## src/hdl/lpfc_pkg.sv

```systemverilog
// Shared constants and types for the LRU page fault counter.
package lpfc_pkg;

  localparam int CAPACITY  = 16;
  localparam int PAGE_BITS = 16;
  localparam int FIELD_W   = 16;
  localparam int CFG_W     = 5;
  localparam int RANK_W    = (CAPACITY > 1) ? $clog2(CAPACITY) : 1;
  localparam int OCC_W     = $clog2(CAPACITY + 1);
  localparam int CAP_W     = (OCC_W > CFG_W) ? OCC_W : CFG_W;
  localparam logic [FIELD_W-1:0] FAULT_MAX = '1;
  localparam logic [CFG_W-1:0]   CAP_RESET = CFG_W'(16);

  // Lookup outcome for one access.
  typedef struct packed {
    logic               hit;
    logic               ev_valid;
    logic [FIELD_W-1:0] ev_page;
  } lpfc_res_t;

endpackage

```

## src/hdl/lpfc_frame_table.sv

```systemverilog
// Frame table: page tags, valid bits and recency ranks with one-pass LRU update.
module lpfc_frame_table (
  input  logic                         clk,
  input  logic                         rst_n,
  input  logic                         upd,
  input  logic [lpfc_pkg::PAGE_BITS-1:0] page,
  input  logic                         clear,
  input  logic [lpfc_pkg::CAP_W-1:0]   eff_cap,
  output lpfc_pkg::lpfc_res_t          res
);

  localparam int N  = lpfc_pkg::CAPACITY;
  localparam int RW = lpfc_pkg::RANK_W;
  localparam int OW = lpfc_pkg::OCC_W;

  logic [lpfc_pkg::PAGE_BITS-1:0] page_r [N];
  logic [RW-1:0]                  rank_r [N];
  logic [RW-1:0]                  rank_nxt [N];
  logic [N-1:0]                   valid_r, valid_nxt;
  logic [OW-1:0]                  occ_r, occ_nxt;

  logic [N-1:0]  valid_e, match, victim, free_oh, slot;
  logic [OW-1:0] occ_e;
  logic [RW-1:0] hit_rank, lru_rank;
  logic          hit, full, evict;
  logic [lpfc_pkg::PAGE_BITS-1:0] ev_page;

  assign valid_e  = clear ? '0 : valid_r;
  assign occ_e    = clear ? '0 : occ_r;
  assign full     = (lpfc_pkg::CAP_W'(occ_e) >= eff_cap);
  assign lru_rank = RW'(occ_e - OW'(1));
  // lowest free frame
  assign free_oh  = ~valid_e & (~(~valid_e) + N'(1));

  always_comb begin
    for (int i = 0; i < N; i++) begin
      match[i]  = valid_e[i] && (page_r[i] == page);
      victim[i] = valid_e[i] && (rank_r[i] == lru_rank);
    end
  end

  assign hit   = |match;
  assign evict = !hit && full;
  assign slot  = evict ? victim : free_oh;

  always_comb begin
    hit_rank = '0;
    ev_page  = '0;
    for (int i = 0; i < N; i++) begin
      if (match[i]) hit_rank = hit_rank | rank_r[i];
      if (victim[i] && evict) ev_page = ev_page | page_r[i];
    end
  end

  always_comb begin
    for (int i = 0; i < N; i++) begin
      rank_nxt[i]  = rank_r[i];
      valid_nxt[i] = valid_e[i];
      if (hit) begin
        if (match[i]) begin
          rank_nxt[i] = '0;
        end else if (valid_e[i] && (rank_r[i] < hit_rank)) begin
          rank_nxt[i] = rank_r[i] + RW'(1);
        end
      end else begin
        if (slot[i]) begin
          rank_nxt[i]  = '0;
          valid_nxt[i] = 1'b1;
        end else if (valid_e[i]) begin
          rank_nxt[i] = rank_r[i] + RW'(1);
        end
      end
    end
    occ_nxt = (hit || evict) ? occ_e : occ_e + OW'(1);
  end

  always_ff @(posedge clk) begin
    if (!rst_n) begin
      valid_r <= '0;
      occ_r   <= '0;
      for (int i = 0; i < N; i++) rank_r[i] <= '0;
    end else if (upd) begin
      valid_r <= valid_nxt;
      occ_r   <= occ_nxt;
      for (int i = 0; i < N; i++) rank_r[i] <= rank_nxt[i];
    end
  end

  always_ff @(posedge clk) begin
    if (upd && !hit) begin
      for (int i = 0; i < N; i++) begin
        if (slot[i]) page_r[i] <= page;
      end
    end
  end

  assign res.hit      = hit;
  assign res.ev_valid = evict;
  assign res.ev_page  = lpfc_pkg::FIELD_W'(ev_page);

endmodule

```

## src/hdl/lru_page_fault_counter.sv

```systemverilog
// Top level of the LRU page fault counter: handshake, fault counter, result register.
//
// Fully associative LRU page replacement over up to 16 frames. Each accepted
// transaction carries one page reference and yields exactly one result: hit or
// fault, the evicted page if any, and the saturating fault count of the run.
// One transaction is taken every cycle while the result is not stalled. The
// input register loads at acceptance and the result register when the pass
// fires; a stalled result register holds the input register, which then
// stalls the input. The single pass of the 16-way tag compare and rank
// update sits between those two registers. No clearing pass is needed after
// reset: frame valid bits and ranks clear at once. The user must write
// capacity_in_use only while the block is idle; the block does not enforce
// it. 0 acts as 1 and values above 16 act as 16.
module lru_page_fault_counter (
  input  logic        clk,
  input  logic        rst_n,
  // configuration
  input  logic        cfg_we,
  input  logic [4:0]  cfg_wdata,
  // input channel
  input  logic        in_valid,
  output logic        in_stall,
  input  logic [15:0] in_page_number,
  input  logic        in_first_of_run,
  input  logic        in_last_of_run,
  // result channel
  output logic        out_valid,
  input  logic        out_stall,
  output logic        out_hit,
  output logic        out_evicted_valid,
  output logic [15:0] out_evicted_page,
  output logic [15:0] out_fault_count,
  output logic        out_run_done
);

  localparam int FW = lpfc_pkg::FIELD_W;
  localparam int CW = lpfc_pkg::CAP_W;

  // capacity register
  logic [lpfc_pkg::CFG_W-1:0] cap_r;
  logic [CW-1:0] cap_ext, eff_cap;

  always_ff @(posedge clk) begin
    if (!rst_n) begin
      cap_r <= lpfc_pkg::CAP_RESET;
    end else if (cfg_we) begin
      cap_r <= cfg_wdata;
    end
  end

  assign cap_ext = CW'(cap_r);

  always_comb begin
    priority if (cap_ext == '0) begin
      eff_cap = CW'(1);
    end else if (cap_ext > CW'(lpfc_pkg::CAPACITY)) begin
      eff_cap = CW'(lpfc_pkg::CAPACITY);
    end else begin
      eff_cap = cap_ext;
    end
  end

  // input register
  logic          in_vld_r, in_vld_nxt;
  logic [FW-1:0] page_r;
  logic          first_r, last_r;
  logic          in_acc, fire;

  // the pass fires when the result register is free or is being emptied
  assign fire     = in_vld_r && (!out_valid || !out_stall);
  assign in_stall = in_vld_r && !fire;
  assign in_acc   = in_valid && !in_stall;

  always_comb begin
    priority if (in_acc) begin
      in_vld_nxt = 1'b1;
    end else if (fire) begin
      in_vld_nxt = 1'b0;
    end else begin
      in_vld_nxt = in_vld_r;
    end
  end

  always_ff @(posedge clk) begin
    if (!rst_n) begin
      in_vld_r <= 1'b0;
    end else begin
      in_vld_r <= in_vld_nxt;
    end
  end

  always_ff @(posedge clk) begin
    if (in_acc) begin
      page_r  <= in_page_number;
      first_r <= in_first_of_run;
      last_r  <= in_last_of_run;
    end
  end

  // frame table lookup and update
  lpfc_pkg::lpfc_res_t res;

  lpfc_frame_table u_frames (
    .clk     (clk),
    .rst_n   (rst_n),
    .upd     (fire),
    .page    (lpfc_pkg::PAGE_BITS'(page_r)),
    .clear   (first_r),
    .eff_cap (eff_cap),
    .res     (res)
  );

  // fault counter, cleared at run start, saturating
  logic [FW-1:0] fault_r, fault_nxt, fault_base;

  assign fault_base = first_r ? '0 : fault_r;

  always_comb begin
    priority if (res.hit || (fault_base == lpfc_pkg::FAULT_MAX)) begin
      fault_nxt = fault_base;
    end else begin
      fault_nxt = fault_base + FW'(1);
    end
  end

  always_ff @(posedge clk) begin
    if (!rst_n) begin
      fault_r <= '0;
    end else if (fire) begin
      fault_r <= fault_nxt;
    end
  end

  // result register
  logic out_vld_r, out_vld_nxt;

  always_comb begin
    priority if (fire) begin
      out_vld_nxt = 1'b1;
    end else if (!out_stall) begin
      out_vld_nxt = 1'b0;
    end else begin
      out_vld_nxt = out_vld_r;
    end
  end

  always_ff @(posedge clk) begin
    if (!rst_n) begin
      out_vld_r <= 1'b0;
    end else begin
      out_vld_r <= out_vld_nxt;
    end
  end

  always_ff @(posedge clk) begin
    if (fire) begin
      out_hit           <= res.hit;
      out_evicted_valid <= res.ev_valid;
      out_evicted_page  <= res.ev_page;
      out_fault_count   <= fault_nxt;
      out_run_done      <= last_r;
    end
  end

  assign out_valid = out_vld_r;

`ifndef NO_ASSERTIONS
  // a hit never evicts
  a_hit_no_evict: assert property (@(posedge clk) disable iff (!rst_n)
    fire && res.hit |-> !res.ev_valid)
    else $error("eviction reported on a hit");

  // a fault always leaves a nonzero count
  a_fault_counts: assert property (@(posedge clk) disable iff (!rst_n)
    fire && !res.hit |=> fault_r != '0)
    else $error("fault count zero after a fault");

  // a hit inside a run leaves the counter alone
  a_hit_holds_count: assert property (@(posedge clk) disable iff (!rst_n)
    fire && res.hit && !first_r |=> fault_r == $past(fault_r))
    else $error("fault count moved on a hit");

  // result register holds a stalled transaction
  a_out_hold: assert property (@(posedge clk) disable iff (!rst_n)
    out_valid && out_stall |=> out_valid && $stable(out_fault_count))
    else $error("stalled result changed");
`endif

endmodule
```

## config.mk

```make
export PLATFORM = sky130hd
export DESIGN_NAME = lru_page_fault_counter
export DESIGN_NICKNAME = d
export VERILOG_FILES = /design/src/hdl/lpfc_pkg.sv /design/src/hdl/lpfc_frame_table.sv /design/src/hdl/lru_page_fault_counter.sv
export SDC_FILE = /design/constraint.sdc
export NUM_CORES = 1
export LEC_CHECK = 0
export ABC_AREA = 1
export BUFFER_PORTS_ARGS = -buffer_cell sky130_fd_sc_hd__buf_4
export CAP_MARGIN = 20
export CORE_AREA = 3 3 253 255
export DETAILED_ROUTE_END_ITERATION = 10
export DIE_AREA = 0 0 256 258
export GPL_TIMING_DRIVEN = 0
export HOLD_SLACK_MARGIN = 0.1
export PLACE_DENSITY = 0.67
export SYNTH_ARGS = -nofsm -noshare
export SYNTH_HDL_FRONTEND = slang
export SYNTH_SLANG_ARGS = --single-unit
```

## constraint.sdc

```tcl
create_clock -name clk -period 14.4 [get_ports clk]
set_input_delay 2.88 -clock clk [delete_from_list [all_inputs] [get_ports clk]]
set_output_delay 2.88 -clock clk [all_outputs]
set_load 0.01 [all_outputs]
```

==> impl.org <==
** Run status
- The flow ran to the end, and the final reports show no timing, DRC or antenna violations.

** Critical path
- The worst setup path is launched from an input pin.
- Endpoint arrival time on the critical path :: approximately 3.4 ns
- In this design, the critical path's most frequently occurring cell is sky130_fd_sc_hd__buf_4.
- Worst reg2reg path startpoint :: page_r[14]
- The signal on the critical path passes through buf_4, nand2_1, nor2_1, buf_4.
- Critical path start-end classification :: in2out
- Element type at the critical path end :: primary output
- Maximum single-stage delay on the critical path :: 0.20 ns
- The slowest stage of the critical path belongs to the cell sky130_fd_sc_hd__nor2_1.
- Required time of the worst setup path :: 11.52 ns
- Largest fanout of any net on the critical path :: 3
- CP Launch Point :: out_stall

** STA
- After layout, the worst setup slack is 8.088 ns.
- Worst slew pin tran :: 1.161 ns
- Setup violations remaining at the end of the flow were counted as 0.
- In the finished design, the share of the clock period the worst path needs comes to between 40 and 50%.
- The number of endpoints with negative hold slack in the final report came to 0.
- Clock Skew :: 0.03075 ns
- Post-layout minimum cycle time :: 6.312 ns
- Summed over all failing endpoints, the final setup total negative slack is 0 ns.
- The number of pins with negative max-slew slack in the final report is 0.
- In this run the tightest slew margin relative to its limit is about 23%.
- Setup repair after global routing missed its margin :: false
- Based on the critical path, the design can be clocked at up to roughly 0.16 GHz.

** Clocking
- CTS hold repair buffers :: 0
- Number of CTS-inserted buffers :: 48
- The tree built by TritonCTS fans out to 417 sinks.
- The longest clock path from root to sink contains 3 buffers.
- Clock-pin slew on the worst setup and hold paths :: ~0.060 ns
- CTS H-tree depth :: 2
- The number of setup buffers added after CTS is 0.
- TritonCTS built the clock tree.
- Clock latency on the worst-skew pair, taken at its later pin, is 0.63 ns.
- The cell sitting at the root of the clock tree is a sky130_fd_sc_hd__clkbuf_16.
- # resized after CTS :: 0

** Floorplan
- The die is 256 um wide.
- Vert. Die Dim :: roughly 260 um
- Total core area :: 0.06183 sq mm
- Row count :: 91
- In this run the count of I/O pins placed on the die edge is 65.
- Effective utilization at floorplan :: 45.04%
- Die ar. :: about 0.066 sq mm

** GRT
- Overflow left after global routing :: 0
- The via count of the first global-routing pass was ~26000.
- The first global-routing pass estimated 169300 um of wire.
- Global routing used 35.10% of the available tracks across all layers.
- Entering global routing, the biggest net connects 23 pins.
- Antenna violations before repair :: 4

** Synthesis
- The cell count after synthesis came out at 3537.
- For this run, the register share of the synthesized area comes to 43.39%.
- The number of nets handed over by synthesis was 3637.
- During synthesis, Yosys emitted a total of 0 warnings.
- After synthesis, the share of flip-flops with an asynchronous set or reset is 0%.
- Synthesis instantiated 50 different standard cells from the library.
- Flop and latch count out of synthesis :: 417
- In this run the mean area of a mapped cell was 7.872 sq um.
- Cell area after technology mapping :: 0.02784 sq mm
- In this run, synthesis inferred 373 flip-flops with an integrated enable.
- Among all flip-flop cells after synthesis, the most frequent one is sky130_fd_sc_hd__edfxtp_1.

** Drt
- Routed Antenna Nets :: 0
- Post-detailed-route DRC marker count :: 0
- For this block, the initial DRC count from the detailed router was 3927.
- Detailed routing inserted a total of 27110 vias.
- The routed design has ~120000 um of wire.
- Average vias per placed instance :: 5.985
- Dividing the detail-routed wire length by the instance count gives 26.28 um.
- The first TritonRoute pass finished after 9 iterations.

** Layout
- Relative to the synthesized area, the layout overhead comes to 11.93%.
- For this run, the post-layout net count is 3755.
- Final cell utilization of the core :: 50.41%
- The post-route netlist has 8.288% of its cells at a drive strength greater than 1.
- Fill cells in the final layout number 6091.

** Power and ir drop
- Leak Pwr :: between 0.01 and 0.015 uW
- Dividing total power by cell area gives a power density of a little under 100 mW/mm^2.
- The internal power of the cells totals 2220 uW.
- Part of the power in the clock network :: a little over two fifths
- In this run switching power makes up 27.45% of total power.
- Relative contribution of combinational cells to total power :: 11.0%
- For this design the total switching power over the nets is 839.9 uW.
- Flop pwr share :: 45.5%
- Worst-case vdd ir drop :: 0.1366 mV

** Placement
- Input and output buffers added on the ports amount to 64.
- The wire-length estimate of the detail-placed layout is 93740 um.
- Gpl congestion :: 1.079
- Timing analysis after detailed placement gives a worst setup slack of ~7.7 ns.

** Job
- Across the run, the number of max-cap violations was 0.

** Min path
- The worst hold path belongs to the class reg2reg.
- The startpoint identified for the worst hold timing path is last_r.
[flip-flops by register name, summed over array words and instances (netlist names)]
signal             flops
cap_ext                5
fault_r               16
first_r                1
in_vld_r               1
last_r                 1
out_evicted_page      16
out_evicted_valid      1
out_fault_count       16
out_hit                1
out_run_done           1
out_valid              1
page_r                16
u_frames.occ_r         5
u_frames.page_r      256
u_frames.rank_r       64
u_frames.valid_r      16
[critical path, delay by kind of cell]
kind                   cells  cell delay, ns
buffers and inverters      2            0.23
and+or+nand+nor            2            0.31
[layout make-up]
type / count / area [sq um] / area share, %
Tap cell: 837 / 1047 / 3.360
Clock buffer: 58 / 1269 / 4.071
Sequential cell: 417 / 12080 / 38.77
Timing Repair Buffer: 68 / 574.3 / 1.843
Buffer: 134 / 770.7 / 2.473
Inverter: 430 / 1622 / 5.203
Clock inverter: 29 / 417.9 / 1.341
Antenna cell: 1 / 2.502 / 0.008030
Multi-Input combinational cell: 2556 / 13380 / 42.93
[per-stage QoR]
step,instance area (sq um),std cells,total power (uW),hold WS (ns)
after global routing,31160,4529,3139,0.4452
after CTS,31130,4528,3051,0.4228
after floorplan,27840,3537,1600,0.4003
after global placement,29370,4438,1735,0.4028
final,31160,4530,3060,0.4210
after detailed placement,29450,4441,1740,0.4171
[kinds of logic after synthesis]
family / after synthesis / share of synthesized area (%)
compound gates: 235 / 4.822
xor+xnor: 203 / 6.453
fa+ha+maj: 72 / 3.235
buf+inv: 564 / 8.592
flops: 417 / 43.39
simple gates: 2046 / 33.51
[cells in the mapped netlist (4+ instances only)]
| cell type | count | share of area [%] |
|---|---|---|
| sky130_fd_sc_hd__dfxtp_1 | 44 | 3.2 |
| sky130_fd_sc_hd__buf_1 | 7 | 0.094 |
| sky130_fd_sc_hd__edfxtp_1 | 373 | 40 |
| sky130_fd_sc_hd__and3_1 | 5 | 0.11 |
| sky130_fd_sc_hd__nand2_1 | 891 | 12 |
| sky130_fd_sc_hd__nor3_1 | 33 | 0.59 |
| sky130_fd_sc_hd__a211oi_1 | 16 | 0.43 |
| sky130_fd_sc_hd__o21ai_0 | 54 | 0.97 |
| sky130_fd_sc_hd__nand2_2 | 4 | 0.090 |
| sky130_fd_sc_hd__buf_4 | 28 | 0.75 |
| sky130_fd_sc_hd__nor4_1 | 16 | 0.36 |
| sky130_fd_sc_hd__inv_1 | 407 | 5.5 |
| sky130_fd_sc_hd__nand3_1 | 186 | 3.3 |
| sky130_fd_sc_hd__o2111ai_1 | 15 | 0.47 |
| sky130_fd_sc_hd__o21ai_1 | 20 | 0.36 |
| sky130_fd_sc_hd__buf_2 | 49 | 0.88 |
| sky130_fd_sc_hd__nor2_2 | 8 | 0.18 |
| sky130_fd_sc_hd__xor2_1 | 123 | 3.9 |
| sky130_fd_sc_hd__nand3_2 | 15 | 0.54 |
| sky130_fd_sc_hd__xnor2_1 | 79 | 2.5 |
| sky130_fd_sc_hd__and2_1 | 11 | 0.25 |
| sky130_fd_sc_hd__nand3b_1 | 12 | 0.32 |
| sky130_fd_sc_hd__o22ai_1 | 24 | 0.54 |
| sky130_fd_sc_hd__buf_6 | 9 | 0.36 |
| sky130_fd_sc_hd__nor2_1 | 464 | 6.3 |
| sky130_fd_sc_hd__a21oi_1 | 91 | 1.6 |
| sky130_fd_sc_hd__nand4_1 | 374 | 8.4 |
| sky130_fd_sc_hd__nor3_2 | 14 | 0.50 |
| sky130_fd_sc_hd__ha_1 | 72 | 3.2 |
| sky130_fd_sc_hd__clkbuf_1 | 38 | 0.51 |
| sky130_fd_sc_hd__a21boi_1 | 9 | 0.24 |
| sky130_fd_sc_hd__inv_2 | 18 | 0.24 |
| sky130_fd_sc_hd__nand2_4 | 4 | 0.16 |
[power groups by stage]
stage	clock network (uW)	logic [uW]	registers, uW
after floorplan	0	205	1400
after global placement	0	315	1420
after detailed placement	0	321	1420
after CTS	1340	323	1390
after global routing	1380	359	1400
final	1330	337	1390
[path summary, 6_finish.rpt]
path,to,slack (ns),cells after the start
max,in_stall,8.09,4
min,out_run_done,0.42,0
max reg2reg,u_frames.rank_r[1][26],8.74,13
min reg2reg,out_run_done,0.42,0
[placed cells by master (no fill, tap or decap), types with 54 or more instances in the layout]
| cell | netlist | routed |
|---|---|---|
| sky130_fd_sc_hd__xor2_1 | 123 | 123 |
| sky130_fd_sc_hd__inv_1 | 407 | 407 |
| sky130_fd_sc_hd__edfxtp_1 | 373 | 373 |
| sky130_fd_sc_hd__o21ai_0 | 54 | 54 |
| sky130_fd_sc_hd__nand4_1 | 374 | 374 |
| sky130_fd_sc_hd__xnor2_1 | 79 | 79 |
| sky130_fd_sc_hd__nand2_1 | 891 | 891 |
| sky130_fd_sc_hd__buf_4 | 28 | 92 |
| sky130_fd_sc_hd__ha_1 | 72 | 72 |
| sky130_fd_sc_hd__a21oi_1 | 91 | 91 |
| sky130_fd_sc_hd__nand3_1 | 186 | 186 |
| sky130_fd_sc_hd__nor2_1 | 464 | 462 |
[metal layers]
layer / routed length [um] / share of wire (%) / vias to the layer above / global-route usage (%)
met5: 27 / 0.023 / - / 0
met4: 7208 / 6.1 / 4 / 18.17
met3: 15250 / 13 / 424 / 9.238
met2: 51600 / 43 / 1833 / 54.82
met1: 44980 / 38 / 12620 / 44.93
li1: - / - / 12240 / -
Note: power is estimated with default switching activity, not from simulation.
